===== src/hdl/csmabo_pkg.sv =====
// types, codes and helper functions shared by the station backoff block
`default_nettype none
package csmabo_pkg;

   localparam int unsigned BackoffW = 18;
   localparam int unsigned AirW     = 9;
   localparam int unsigned CsrIdxW  = 3;
   localparam int unsigned CsrDataW = 8;

   localparam logic [BackoffW-1:0] BACKOFF_MAX = '1;

   typedef enum logic [2:0] {
      EV_WAIT    = 3'd0,
      EV_START   = 3'd1,
      EV_DEFER   = 3'd2,
      EV_SUCCESS = 3'd3,
      EV_RETRY   = 3'd4,
      EV_DROP    = 3'd5
   } event_type;

   typedef enum logic [CsrIdxW-1:0] {
      CSR_FRAME_LEN       = 3'd0,
      CSR_DIFS_SLOTS      = 3'd1,
      CSR_SIFS_ACK_SLOTS  = 3'd2,
      CSR_MAX_BACKOFF_EXP = 3'd3,
      CSR_MAX_ATTEMPTS    = 3'd4
   } csr_index_type;

   typedef struct packed {
      logic [7:0] frame_len;
      logic [3:0] difs_slots;
      logic [3:0] sifs_ack_slots;
      logic [3:0] max_backoff_exp;
      logic [7:0] max_attempts;
   } cfg_type;

   localparam cfg_type CFG_RESET = '{
      frame_len:       8'd4,
      difs_slots:      4'd1,
      sifs_ack_slots:  4'd2,
      max_backoff_exp: 4'd5,
      max_attempts:    8'd8
   };

   typedef struct packed {
      logic        channel_busy;
      logic        others_on_air;
      logic [15:0] random_word;
   } item_type;

   typedef struct packed {
      logic                sending;
      logic                hit_collision;
      logic [3:0]          difs_left;
      logic [BackoffW-1:0] backoff_count;
      logic [7:0]          attempts;
      logic [AirW-1:0]     air_slots_left;
      logic [31:0]         success_counter;
      logic [31:0]         collision_counter;
      logic [31:0]         backoff_counter;
      logic [31:0]         drop_counter;
   } state_type;

   localparam state_type STATE_RESET = '{
      sending:           1'b0,
      hit_collision:     1'b0,
      difs_left:         4'd1,
      backoff_count:     '0,
      attempts:          8'd0,
      air_slots_left:    '0,
      success_counter:   32'd0,
      collision_counter: 32'd0,
      backoff_counter:   32'd0,
      drop_counter:      32'd0
   };

   function automatic logic [31:0] sat_inc32(input logic [31:0] v);
      return (v == '1) ? v : v + 32'd1;
   endfunction

   function automatic logic [7:0] sat_inc8(input logic [7:0] v);
      return (v == '1) ? v : v + 8'd1;
   endfunction

endpackage
`default_nettype wire


===== src/hdl/csmabo_draw.sv =====
// backoff draw: window exponent, scaled random count, slot multiply, saturation
`default_nettype none
module csmabo_draw (
   input  wire logic [7:0]                     attempts,
   input  wire logic [3:0]                     max_backoff_exp,
   input  wire logic [15:0]                    random_word,
   input  wire logic [7:0]                     frame_len,
   output logic      [csmabo_pkg::BackoffW-1:0] backoff
);
   import csmabo_pkg::*;

   logic [3:0]  exp_n;
   logic [30:0] shifted;
   logic [14:0] k;
   logic [22:0] product;

   always_comb begin
      // exponent is the smaller of attempts and the cap
      if (attempts < {4'd0, max_backoff_exp}) begin
         exp_n = attempts[3:0];
      end else begin
         exp_n = max_backoff_exp;
      end
      shifted = {15'd0, random_word} << exp_n;
      k       = shifted[30:16];
      product = {8'd0, k} * {15'd0, frame_len};
      if (product > {5'd0, BACKOFF_MAX}) begin
         backoff = BACKOFF_MAX;
      end else begin
         backoff = product[BackoffW-1:0];
      end
   end

endmodule
`default_nettype wire


===== src/hdl/csmabo_step.sv =====
// per-slot next state: access phase then air phase
`default_nettype none
module csmabo_step (
   input  wire csmabo_pkg::cfg_type   cfg,
   input  wire csmabo_pkg::state_type cur,
   input  wire csmabo_pkg::item_type  item,
   output csmabo_pkg::state_type      nxt,
   output csmabo_pkg::event_type      ev
);
   import csmabo_pkg::*;

   logic [7:0]          attempts_inc;
   logic [BackoffW-1:0] drawn;
   logic                done;

   // at most one draw per slot, always from the incremented attempt count
   assign attempts_inc = sat_inc8(cur.attempts);

   csmabo_draw u_draw (
      .attempts        (attempts_inc),
      .max_backoff_exp (cfg.max_backoff_exp),
      .random_word     (item.random_word),
      .frame_len       (cfg.frame_len),
      .backoff         (drawn)
   );

   always_comb begin
      nxt  = cur;
      ev   = EV_WAIT;
      done = 1'b0;

      // access phase
      if (!cur.sending) begin
         if (!item.channel_busy) begin
            if (cur.difs_left != 4'd0) begin
               nxt.difs_left = cur.difs_left - 4'd1;
            end else if (cur.backoff_count != '0) begin
               nxt.backoff_count = cur.backoff_count - BackoffW'(1);
            end else begin
               nxt.sending        = 1'b1;
               nxt.air_slots_left = {1'b0, cfg.frame_len} + {5'd0, cfg.sifs_ack_slots};
               ev                 = EV_START;
            end
         end else if (cur.backoff_count == '0) begin
            nxt.attempts        = attempts_inc;
            nxt.backoff_counter = sat_inc32(cur.backoff_counter);
            nxt.difs_left       = cfg.difs_slots;
            nxt.backoff_count   = drawn;
            ev                  = EV_DEFER;
         end
      end

      // air phase
      if (nxt.sending) begin
         if (nxt.difs_left != 4'd0) begin
            nxt.difs_left = nxt.difs_left - 4'd1;
         end else if (nxt.air_slots_left <= AirW'(1)) begin
            nxt.air_slots_left = '0;
            done               = 1'b1;
         end else begin
            nxt.air_slots_left = nxt.air_slots_left - AirW'(1);
         end
         if (item.others_on_air) begin
            nxt.hit_collision = 1'b1;
         end
         if (done) begin
            nxt.attempts = attempts_inc;
            if (nxt.hit_collision) begin
               nxt.collision_counter = sat_inc32(cur.collision_counter);
               nxt.backoff_counter   = sat_inc32(cur.backoff_counter);
               if (attempts_inc < cfg.max_attempts) begin
                  nxt.backoff_count = drawn;
                  ev                = EV_RETRY;
               end else begin
                  nxt.drop_counter  = sat_inc32(cur.drop_counter);
                  nxt.attempts      = 8'd0;
                  nxt.backoff_count = '0;
                  ev                = EV_DROP;
               end
            end else begin
               nxt.attempts        = 8'd0;
               nxt.success_counter = sat_inc32(cur.success_counter);
               nxt.backoff_count   = '0;
               ev                  = EV_SUCCESS;
            end
            nxt.difs_left     = cfg.difs_slots;
            nxt.hit_collision = 1'b0;
            nxt.sending       = 1'b0;
         end
      end
   end

endmodule
`default_nettype wire


===== src/hdl/csma_ca_station_backoff.sv =====
// top level of one csma/ca station with binary exponential backoff
//
//   channel | dir | handshake            | payload
//   --------+-----+----------------------+-------------------------------------------
//   req     | in  | req_valid/req_ready  | channel_busy, others_on_air, random_word
//   rsp     | out | rsp_valid/rsp_ready  | event_res, on_air, backoff_left,
//           |     |                      | attempt_count, four saturating totals
//   csr     | in  | csr_we               | csr_index, csr_wdata (no read-back)
//
// one beat per cycle sustained while rsp is not stalled; a req beat that is taken
// passes the input register, one pass of slot logic and the result register
// reset clears station state to idle with one difs slot pending and loads
// the default register values
// a stalled rsp holds the input register; req_ready then drops only once
// that register is also full, so one beat waits per side
`default_nettype none
module csma_ca_station_backoff (
   input  wire logic                             clock,
   input  wire logic                             reset,

   input  wire logic                             req_valid,
   output logic                                  req_ready,
   input  wire logic                             req_channel_busy,
   input  wire logic                             req_others_on_air,
   input  wire logic [15:0]                      req_random_word,

   output logic                                  rsp_valid,
   input  wire logic                             rsp_ready,
   output logic      [2:0]                       rsp_event_res,
   output logic                                  rsp_on_air,
   output logic      [csmabo_pkg::BackoffW-1:0]  rsp_backoff_left,
   output logic      [7:0]                       rsp_attempt_count,
   output logic      [31:0]                      rsp_success_total,
   output logic      [31:0]                      rsp_collision_total,
   output logic      [31:0]                      rsp_backoff_total,
   output logic      [31:0]                      rsp_dropped_total,

   input  wire logic                             csr_we,
   input  wire logic [csmabo_pkg::CsrIdxW-1:0]   csr_index,
   input  wire logic [csmabo_pkg::CsrDataW-1:0]  csr_wdata
);
   import csmabo_pkg::*;

   // input register
   logic      in_valid_ff;
   item_type  in_item_ff;

   // station state, written only when a slot result is loaded
   state_type state_ff;
   state_type state_in;

   // result register: the event code is held here, everything else is the
   // station state, which cannot move while the result waits
   logic      rsp_valid_ff;
   event_type ev_ff;
   event_type ev_in;

   // configuration registers
   cfg_type   cfg_ff;
   cfg_type   cfg_in;

   logic      out_free;
   logic      fire;

   assign out_free  = !rsp_valid_ff || rsp_ready;
   assign fire      = in_valid_ff && out_free;
   assign req_ready = !in_valid_ff || fire;

   csmabo_step u_step (
      .cfg  (cfg_ff),
      .cur  (state_ff),
      .item (in_item_ff),
      .nxt  (state_in),
      .ev   (ev_in)
   );

   // register write decode, unknown indexes are ignored
   always_comb begin
      cfg_in = cfg_ff;
      if (csr_we) begin
         unique case (csr_index)
            CSR_FRAME_LEN:       cfg_in.frame_len       = csr_wdata;
            CSR_DIFS_SLOTS:      cfg_in.difs_slots      = csr_wdata[3:0];
            CSR_SIFS_ACK_SLOTS:  cfg_in.sifs_ack_slots  = csr_wdata[3:0];
            CSR_MAX_BACKOFF_EXP: cfg_in.max_backoff_exp = csr_wdata[3:0];
            CSR_MAX_ATTEMPTS:    cfg_in.max_attempts    = csr_wdata;
            default:             cfg_in = cfg_ff;
         endcase
      end
   end

   // control and state
   always_ff @(posedge clock) begin
      if (reset) begin
         in_valid_ff  <= 1'b0;
         rsp_valid_ff <= 1'b0;
         state_ff     <= STATE_RESET;
         cfg_ff       <= CFG_RESET;
      end else begin
         cfg_ff <= cfg_in;
         if (req_ready) begin
            in_valid_ff <= req_valid;
         end
         if (fire) begin
            state_ff <= state_in;
         end
         rsp_valid_ff <= fire || (rsp_valid_ff && !rsp_ready);
      end
   end

   // payload, no reset needed
   always_ff @(posedge clock) begin
      if (req_valid && req_ready) begin
         in_item_ff.channel_busy  <= req_channel_busy;
         in_item_ff.others_on_air <= req_others_on_air;
         in_item_ff.random_word   <= req_random_word;
      end
      if (fire) begin
         ev_ff <= ev_in;
      end
   end

   assign rsp_valid           = rsp_valid_ff;
   assign rsp_event_res       = ev_ff;
   assign rsp_on_air          = state_ff.sending;
   assign rsp_backoff_left    = state_ff.backoff_count;
   assign rsp_attempt_count   = state_ff.attempts;
   assign rsp_success_total   = state_ff.success_counter;
   assign rsp_collision_total = state_ff.collision_counter;
   assign rsp_backoff_total   = state_ff.backoff_counter;
   assign rsp_dropped_total   = state_ff.drop_counter;

`ifndef ASSERT_OFF
   // a frame that starts and does not end in the same slot is on air
   a_start_on_air: assert property (@(posedge clock) disable iff (reset)
      rsp_valid && (ev_ff == EV_START) |-> rsp_on_air)
      else $error("start event without station on air");

   // frame end with success or drop leaves a clean station
   a_end_clean: assert property (@(posedge clock) disable iff (reset)
      rsp_valid && ((ev_ff == EV_SUCCESS) || (ev_ff == EV_DROP)) |->
      !rsp_on_air && (rsp_attempt_count == 8'd0) && (rsp_backoff_left == '0))
      else $error("success or drop left attempts, backoff or air state");

   // collision flag only lives during a transmission
   a_hit_needs_air: assert property (@(posedge clock) disable iff (reset)
      !state_ff.sending |-> !state_ff.hit_collision)
      else $error("collision latched while not on air");

   // the backoff total moves only when a slot result is loaded
   a_totals_on_fire: assert property (@(posedge clock) disable iff (reset)
      !$stable(state_ff.backoff_counter) |-> $past(fire))
      else $error("backoff total changed without a slot");
`endif

endmodule
`default_nettype wire

===== config.mk =====
export PLATFORM = sky130hd
export DESIGN_NAME = csma_ca_station_backoff
export DESIGN_NICKNAME = d
export VERILOG_FILES = /design/src/hdl/csmabo_pkg.sv /design/src/hdl/csmabo_draw.sv /design/src/hdl/csmabo_step.sv /design/src/hdl/csma_ca_station_backoff.sv
export SDC_FILE = /design/constraint.sdc
export NUM_CORES = 1
export LEC_CHECK = 0
export BUFFER_PORTS_ARGS = -buffer_cell sky130_fd_sc_hd__buf_2
export CAP_MARGIN = 20
export CORE_MARGIN = 10
export CORE_UTILIZATION = 56
export CTS_BUF_LIST = sky130_fd_sc_hd__clkbuf_4 sky130_fd_sc_hd__clkbuf_8
export CTS_CLUSTER_DIAMETER = 40
export DETAILED_ROUTE_END_ITERATION = 10
export MAX_ROUTING_LAYER = met4
export PLACE_DENSITY_LB_ADDON = 0.1
export SETUP_SLACK_MARGIN = 0.15
export SYNTH_ARGS = -nofsm -noshare
export SYNTH_HDL_FRONTEND = slang
export SYNTH_SLANG_ARGS = --single-unit
export TNS_END_PERCENT = 5

===== constraint.sdc =====
create_clock -name clock -period 9.66 [get_ports clock]
set_clock_uncertainty 0.2 [all_clocks]
set_input_delay 0.966 -clock clock [delete_from_list [all_inputs] [get_ports clock]]
set_output_delay 0.966 -clock clock [all_outputs]
set_load 0.05 [all_outputs]

==> impl_metrics.toml, run 1 <==
[detailed_routing]
viasPerCell = 5.94
dr.pass1.iters = 5
via_count = 16000
wirelength_um = 48900
drc_errors = 0
drtAntennaViolNets = 0
wl_per_cell_um = 18.1
dr.first_iter.drc_count = 871

[sta]
rsz0062_at_grt = "false"
slew_violations = 0
finalCritPeriodShare_pct = 93.3
max_freq_ghz = 0.111
tightest_slew_ns = 1.08
fin_setup_tns_ns = 0
setup_violations = 0
hold_viol = 0
fin_crit_ns = 9.01
maxSlewHeadroom_pct = 27.1

[placement]
place_area_mm2 = 0.0182
port_buffers = 192
gp_congestion = 0.927
hpwl_um = 35900

[die]
io_pins = 194
dieArea_mm2 = 0.0395
die_h_um = 199
die_width_um = 199
core_mm2 = 0.0316
start_util_pct = 56.8
row_count = 65

[yosys]
synth_cell_types = 86
synth_ff_type = "dfxtp_1"
ys_ff_latch = 219
ys_seq_area_share_pct = 25.6
syn-num-nets = 2414
syn-cell-area_mm2 = 0.0179
synthCells = 2234
yosysWarnings = 0
synth.top_cell.area_share_pct = 22.2
yosys-top-cells-area = "dfxtp_1, fa_1, buf_4"
synthArstFlopShare_pct = 0
synth_edf_count = 20
synth.avg_cell_area_um2 = 8.02
yosysTopAreaCell = "dfxtp_1"

[clocking]
h-tree-depth = 2
cts_setup_buffers = 0
cts_root_buf = "clkbuf_8"
clk_latency_ns = 0.59
cts_resized = 0
cts_max_path_buffers = 3
cts_tree = "done"
clkTransAtPathRegs_ns = 0.06
cts_sinks = 219
cts_hold_buf = 0
cts_buffers = 43

[global_routing]
grtUsageTotal_pct = 25.4
grt_pass1_vias = 15800
grt_max_degree = 117
grt_pass1_wl_um = 80900
overflow = 0
antenna_found_initial = 1

[final_layout]
final_common_cell = "nor2_1"
nets = 2442
fin_area_mm2 = 0.0192
final_core_util_pct = 60.7
area_growth_pct = 6.95
layout_common_cells = "nor2_1, dfxtp_1, buf_2"
drive_above_1_share_pct = 16.3

[critical_path]
max_stage_delay_ns = 0.56
start_kind = "flip-flop"
cpMostUsedCell = "fa_1"
cp_slowest_cell = "mux4_2"
cp_max_fo = 15
cp.required_ns = 9.91
path_class = "reg2reg"
worstPathArrival_ns = 9.27
crit_path_end_kind = "flip-flop"

[pwr]
intPower_mw = 1.59
p_sw_uw = 629
p_clk_share_pct = 44.2
peakVddDrop_mv = 0.103
combPwrFrac_pct = 13.0
swShare_pct = 28.3
pwr_density_cell_mw_per_mm2 = 116
seqPwrFrac_pct = 42.7
cellLeakagePower_nw = 8.12

[hold_path]
worstHoldPathType = "reg2reg"

[run]
maxCapViolCount = 0

[run_status]
status = "finished, final reports clean"
-- synthesized netlist by cell type (all sizes together), types with 30 or more instances --
library cell    n
a21oi         110
inv           163
nand2         158
clkbuf         88
ha             67
o21ai         100
nor4           53
xnor2          99
nor3           79
buf           171
fa             79
or3            39
mux2i          30
dfxtp         199
nand3          85
nand4          32
and2           98
nor2          214
-- flip-flops by register name, indices dropped and copies added, names as in the netlist --
signal,flops
in_item_ff,17
rsp_success_total,32
in_valid_ff,1
rsp_valid,1
state_ff,14
rsp_backoff_left,18
rsp_collision_total,32
cfg_ff,28
rsp_dropped_total,32
rsp_attempt_count,8
rsp_on_air,1
rsp_event_res,3
rsp_backoff_total,32
-- layout make-up --
cell class,count,area [um2]
Tap cell,402,503
Fill cell,2881,12400
Multi-Input combinational cell,1593,11200
Inverter,163,612
Antenna cell,1,2.50
Clock inverter,15,158
Timing Repair Buffer,242,1350
Clock buffer,59,731
Sequential cell,219,4580
-- routing by layer --
metal | vias to the layer above | wire, um | track usage, %
met2 | 512 | 23400 | 41.0
met1 | 7674 | 21000 | 31.3
met3 | 103 | 3120 | 4.41
met5 | - | 0 | -
met4 | 0 | 1310 | 9.47
li1 | 7704 | - | -
-- power by group through the flow --
stage / sequential [mW] / clock (mW) / combinational (mW)
2_1_floorplan: 0.961 / 0 / 0.204
3_3_place_gp: 0.968 / 0 / 0.278
3_5_place_dp: 0.968 / 0 / 0.281
4_1_cts: 0.949 / 1.01 / 0.283
5_1_grt: 0.951 / 1.05 / 0.319
6_report: 0.950 / 0.983 / 0.290
-- per-stage QoR --
| step | setup WS [ns] | power (mW) | cells | hold slack, ns |
|---|---|---|---|---|
| floorplan | 0.633 | 1.17 | 2234 | 0.236 |
| global placement | 0.290 | 1.25 | 2619 | 0.244 |
| detailed placement | 0.200 | 1.25 | 2619 | 0.249 |
| CTS | 0.183 | 2.25 | 2693 | 0.257 |
| global route | 0.127 | 2.32 | 2694 | 0.276 |
| finish | 0.647 | 2.22 | 2694 | 0.255 |
-- worst paths after layout --
kind                                startpoint                                 to  slack [ns]  depth (start not counted)
min reg2reg             cfg_ff[5]$_SDFFE_PP0P_             cfg_ff[5]$_SDFFE_PP0P_        0.25                          2
max reg2reg  rsp_attempt_count[1]$_SDFFE_PP0P_  rsp_backoff_left[17]$_SDFFE_PP0P_        0.65                         34
min                     cfg_ff[5]$_SDFFE_PP0P_             cfg_ff[5]$_SDFFE_PP0P_        0.25                          2
max          rsp_attempt_count[1]$_SDFFE_PP0P_  rsp_backoff_left[17]$_SDFFE_PP0P_        0.65                         34
-- logic make-up after synthesis --
kind of cell,after synthesis,share of synthesized area (%)
multiplexers,42,2.49
XOR/XNOR,121,5.92
buffers and inverters,422,12.3
AO/OA/AOI/OAI,429,15.8
flip-flops,219,25.6
AND/OR/NAND/NOR,855,24.3
adder cells (fa/ha/maj),146,13.5
-- worst max-delay path, delay by kind of cell (launching register included) --
family          cells  cell delay [ns]
compound gates     10             1.87
fa+ha+maj           7             3.08
mux                 2             0.63
buf+inv             6             0.84
simple gates        9             1.91
flops               1             0.34
No activity file was read; power rests on OpenSTA's default activity.
==> inputs of run 2 (changes only) <==
- ABC_AREA: default -> 1
- CORE_UTILIZATION: 56 -> 55
==> run 2 against run 1 <==
  * Critical path type unchanged
  * Wire length is 29% higher
  * Synthesized area up 14%
  * Via count grew 29%
  * Count of clock-buffer cells in the layout increased by 4
  * Global-route usage increased by 2.4 points
  * Worst hold slack better by 0.011 ns
  * Critical path depth is 6 higher
  * Largest cell class unchanged
  * Register-to-register slack better by 0.24 ns
  * Non-clock buffer count shrank 26
==> impl_metrics.toml, run 2 <==
[yosys]
synth_top_family_by_area = "simple AND/OR/NAND/NOR gates"
syn-cell-area_mm2 = 0.0205
synth_ff_type = "dfxtp_1"
synth_compound_area_share_pct = 10.3
ys_ff_latch = 219
yosysMostFrequentCell = "nand2_1"
synth.avg_cell_area_um2 = 6.48
synthArstFlopShare_pct = 0
syn-num-nets = 3340
synthMuxAreaShare_pct = 0
synthCells = 3160
synth_cell_types = 51
yosysTopAreaCell = "dfxtp_1"
synth_edf_count = 20
yosys-top-cells-area = "dfxtp_1, nand2_1, fa_1"
synth_commonest_cells = "nand2_1, inv_1, nor2_1"
synth-xor-area-share_pct = 5.98
yosysWarnings = 0
ys_seq_area_share_pct = 22.4
yosys.area_share.adder_pct = 11.8
synth-simple-area-share_pct = 34.2
synth.top_cell.area_share_pct = 19.4

[critical_path]
cp_slowest_cell = "fa_1"
worstPathArrival_ns = 9.11
max_stage_delay_ns = 0.54
cp_max_fo = 10
cpMostUsedCell = "nand2_1"
crit_path_end_kind = "flip-flop"
path_class = "reg2reg"
cp.required_ns = 9.99
start_kind = "flip-flop"

[final_layout]
nets = 3332
layout.cells.non_filler = 3660
fillCellCount = 3658
fin_area_mm2 = 0.0217
final_core_util_pct = 59.1
layout_common_cells = "nand2_1, inv_1, nor2_1"
area_growth_pct = 5.90
final_common_cell = "nand2_1"
drive_above_1_share_pct = 11.3

[sta]
slew_violations = 0
finalCritPeriodShare_pct = 90.9
rsz0062_at_grt = "false"
hold_viol = 0
maxSlewHeadroom_pct = 42.7
tightest_slew_ns = 0.860
hold_ws_ns = 0.266
fin_setup_tns_ns = 0
max_freq_ghz = 0.114
setup_violations = 0
fin_crit_ns = 8.78
fin_ws_ns = 0.884

[clocking]
h-tree-depth = 2
cts_tree = "done"
cts_buffers = 45
cts_root_buf = "clkbuf_8"
cts_sinks = 219
clkTransAtPathRegs_ns = 0.06
cts_max_path_buffers = 3
clk_latency_ns = 0.64

[detailed_routing]
dr.pass1.iters = 6
via_count = 20600
wirelength_um = 63000
dr.first_iter.drc_count = 1670
wl_per_cell_um = 17.2
drc_errors = 0
viasPerCell = 5.63
drtAntennaViolNets = 0

[placement]
place_area_mm2 = 0.0206
port_buffers = 192
dp.cells = 3568
hpwl_um = 47000
post-place-ws_ns = 0.618
gp_congestion = 0.993

[pwr]
swShare_pct = 33.5
p_clk_share_pct = 42.8
p_sw_uw = 891
combPwrFrac_pct = 21.0
finalPower_mw = 2.66
pwr_density_cell_mw_per_mm2 = 122
intPower_mw = 1.77
cellLeakagePower_nw = 9.82
peakVddDrop_mv = 0.105
seqPwrFrac_pct = 36.2

[run]
maxCapViolCount = 0

[global_routing]
grtUsageTotal_pct = 27.8
grt_pass1_vias = 19300
grt-busiest-layer = "met2"
met2_usage_pct = 44.0
antenna_found_initial = 4
grt_pass1_wl_um = 101000
overflow = 0
grt_max_degree = 79
gr-usage-met1_pct = 35.3
met3_usage_pct = 4.49

[die]
dieArea_mm2 = 0.0454
io_pins = 194
core_mm2 = 0.0367
die_h_um = 213
die_width_um = 213
row_count = 70
start_util_pct = 55.8

[hold_path]
worstHoldPathType = "reg2reg"

[run_status]
status = "finished, final reports clean"
-- run 2: worst max-delay path: cells and delay by family (launching register included) --
| family | cells | cell delay, ns |
|---|---|---|
| AOI/OAI and AO/OA | 9 | 1.67 |
| buffers and inverters | 3 | 0.14 |
| adders and majority gates | 7 | 3.13 |
| xor gates and xnor gates | 1 | 0.42 |
| DFF | 1 | 0.43 |
| and+or+nand+nor | 20 | 2.67 |
-- run 2: worst paths after layout --
path,from,to,slack [ns],cells after the start
max,rsp_attempt_count[0]$_SDFFE_PP0P_,rsp_backoff_left[17]$_SDFFE_PP0P_,0.88,40
max reg2reg,rsp_attempt_count[0]$_SDFFE_PP0P_,rsp_backoff_left[17]$_SDFFE_PP0P_,0.88,40
min,state_ff[134]$_SDFFE_PP0P_,state_ff[134]$_SDFFE_PP0P_,0.27,2
min reg2reg,state_ff[134]$_SDFFE_PP0P_,state_ff[134]$_SDFFE_PP0P_,0.27,2
-- run 2: cells by family after synthesis --
group	Yosys count
AND/OR/NAND/NOR	1580
buffers and inverters	668
AO/OA/AOI/OAI	407
flip-flops	219
adder cells (fa/ha/maj)	146
XOR/XNOR	140
-- run 2: layout make-up --
cell class	instances	area, um2	share of cell area (%)
multi-input cells	2273	12800	58.9
well taps	468	586	2.70
diodes	4	10.0	0.0461
repair buffers	216	1190	5.49
clock buffers	63	817	3.76
inverters	397	1490	6.87
clock inverters	20	230	1.06
flip-flops and latches	219	4580	21.1
-- run 2: routing by layer --
layer,vias to the layer above,routed length (um)
met5,-,0
met1,9643,27100
met4,0,1710
met3,130,4570
met2,730,29500
li1,10100,-
-- run 2: power by group through the flow --
stage | registers, mW | clock network [mW] | logic (mW)
2_1_floorplan | 0.974 | 0 | 0.425
3_3_place_gp | 0.981 | 0 | 0.541
3_5_place_dp | 0.982 | 0 | 0.548
4_1_cts | 0.962 | 1.15 | 0.550
5_1_grt | 0.965 | 1.20 | 0.626
6_report | 0.963 | 1.14 | 0.558
-- run 2: timing repair --
action                     4_1_cts  5_1_grt
setup buffers                    0        3
hold buffers                     0        0
resized for setup                0        3
setup endpoints to repair        0       18
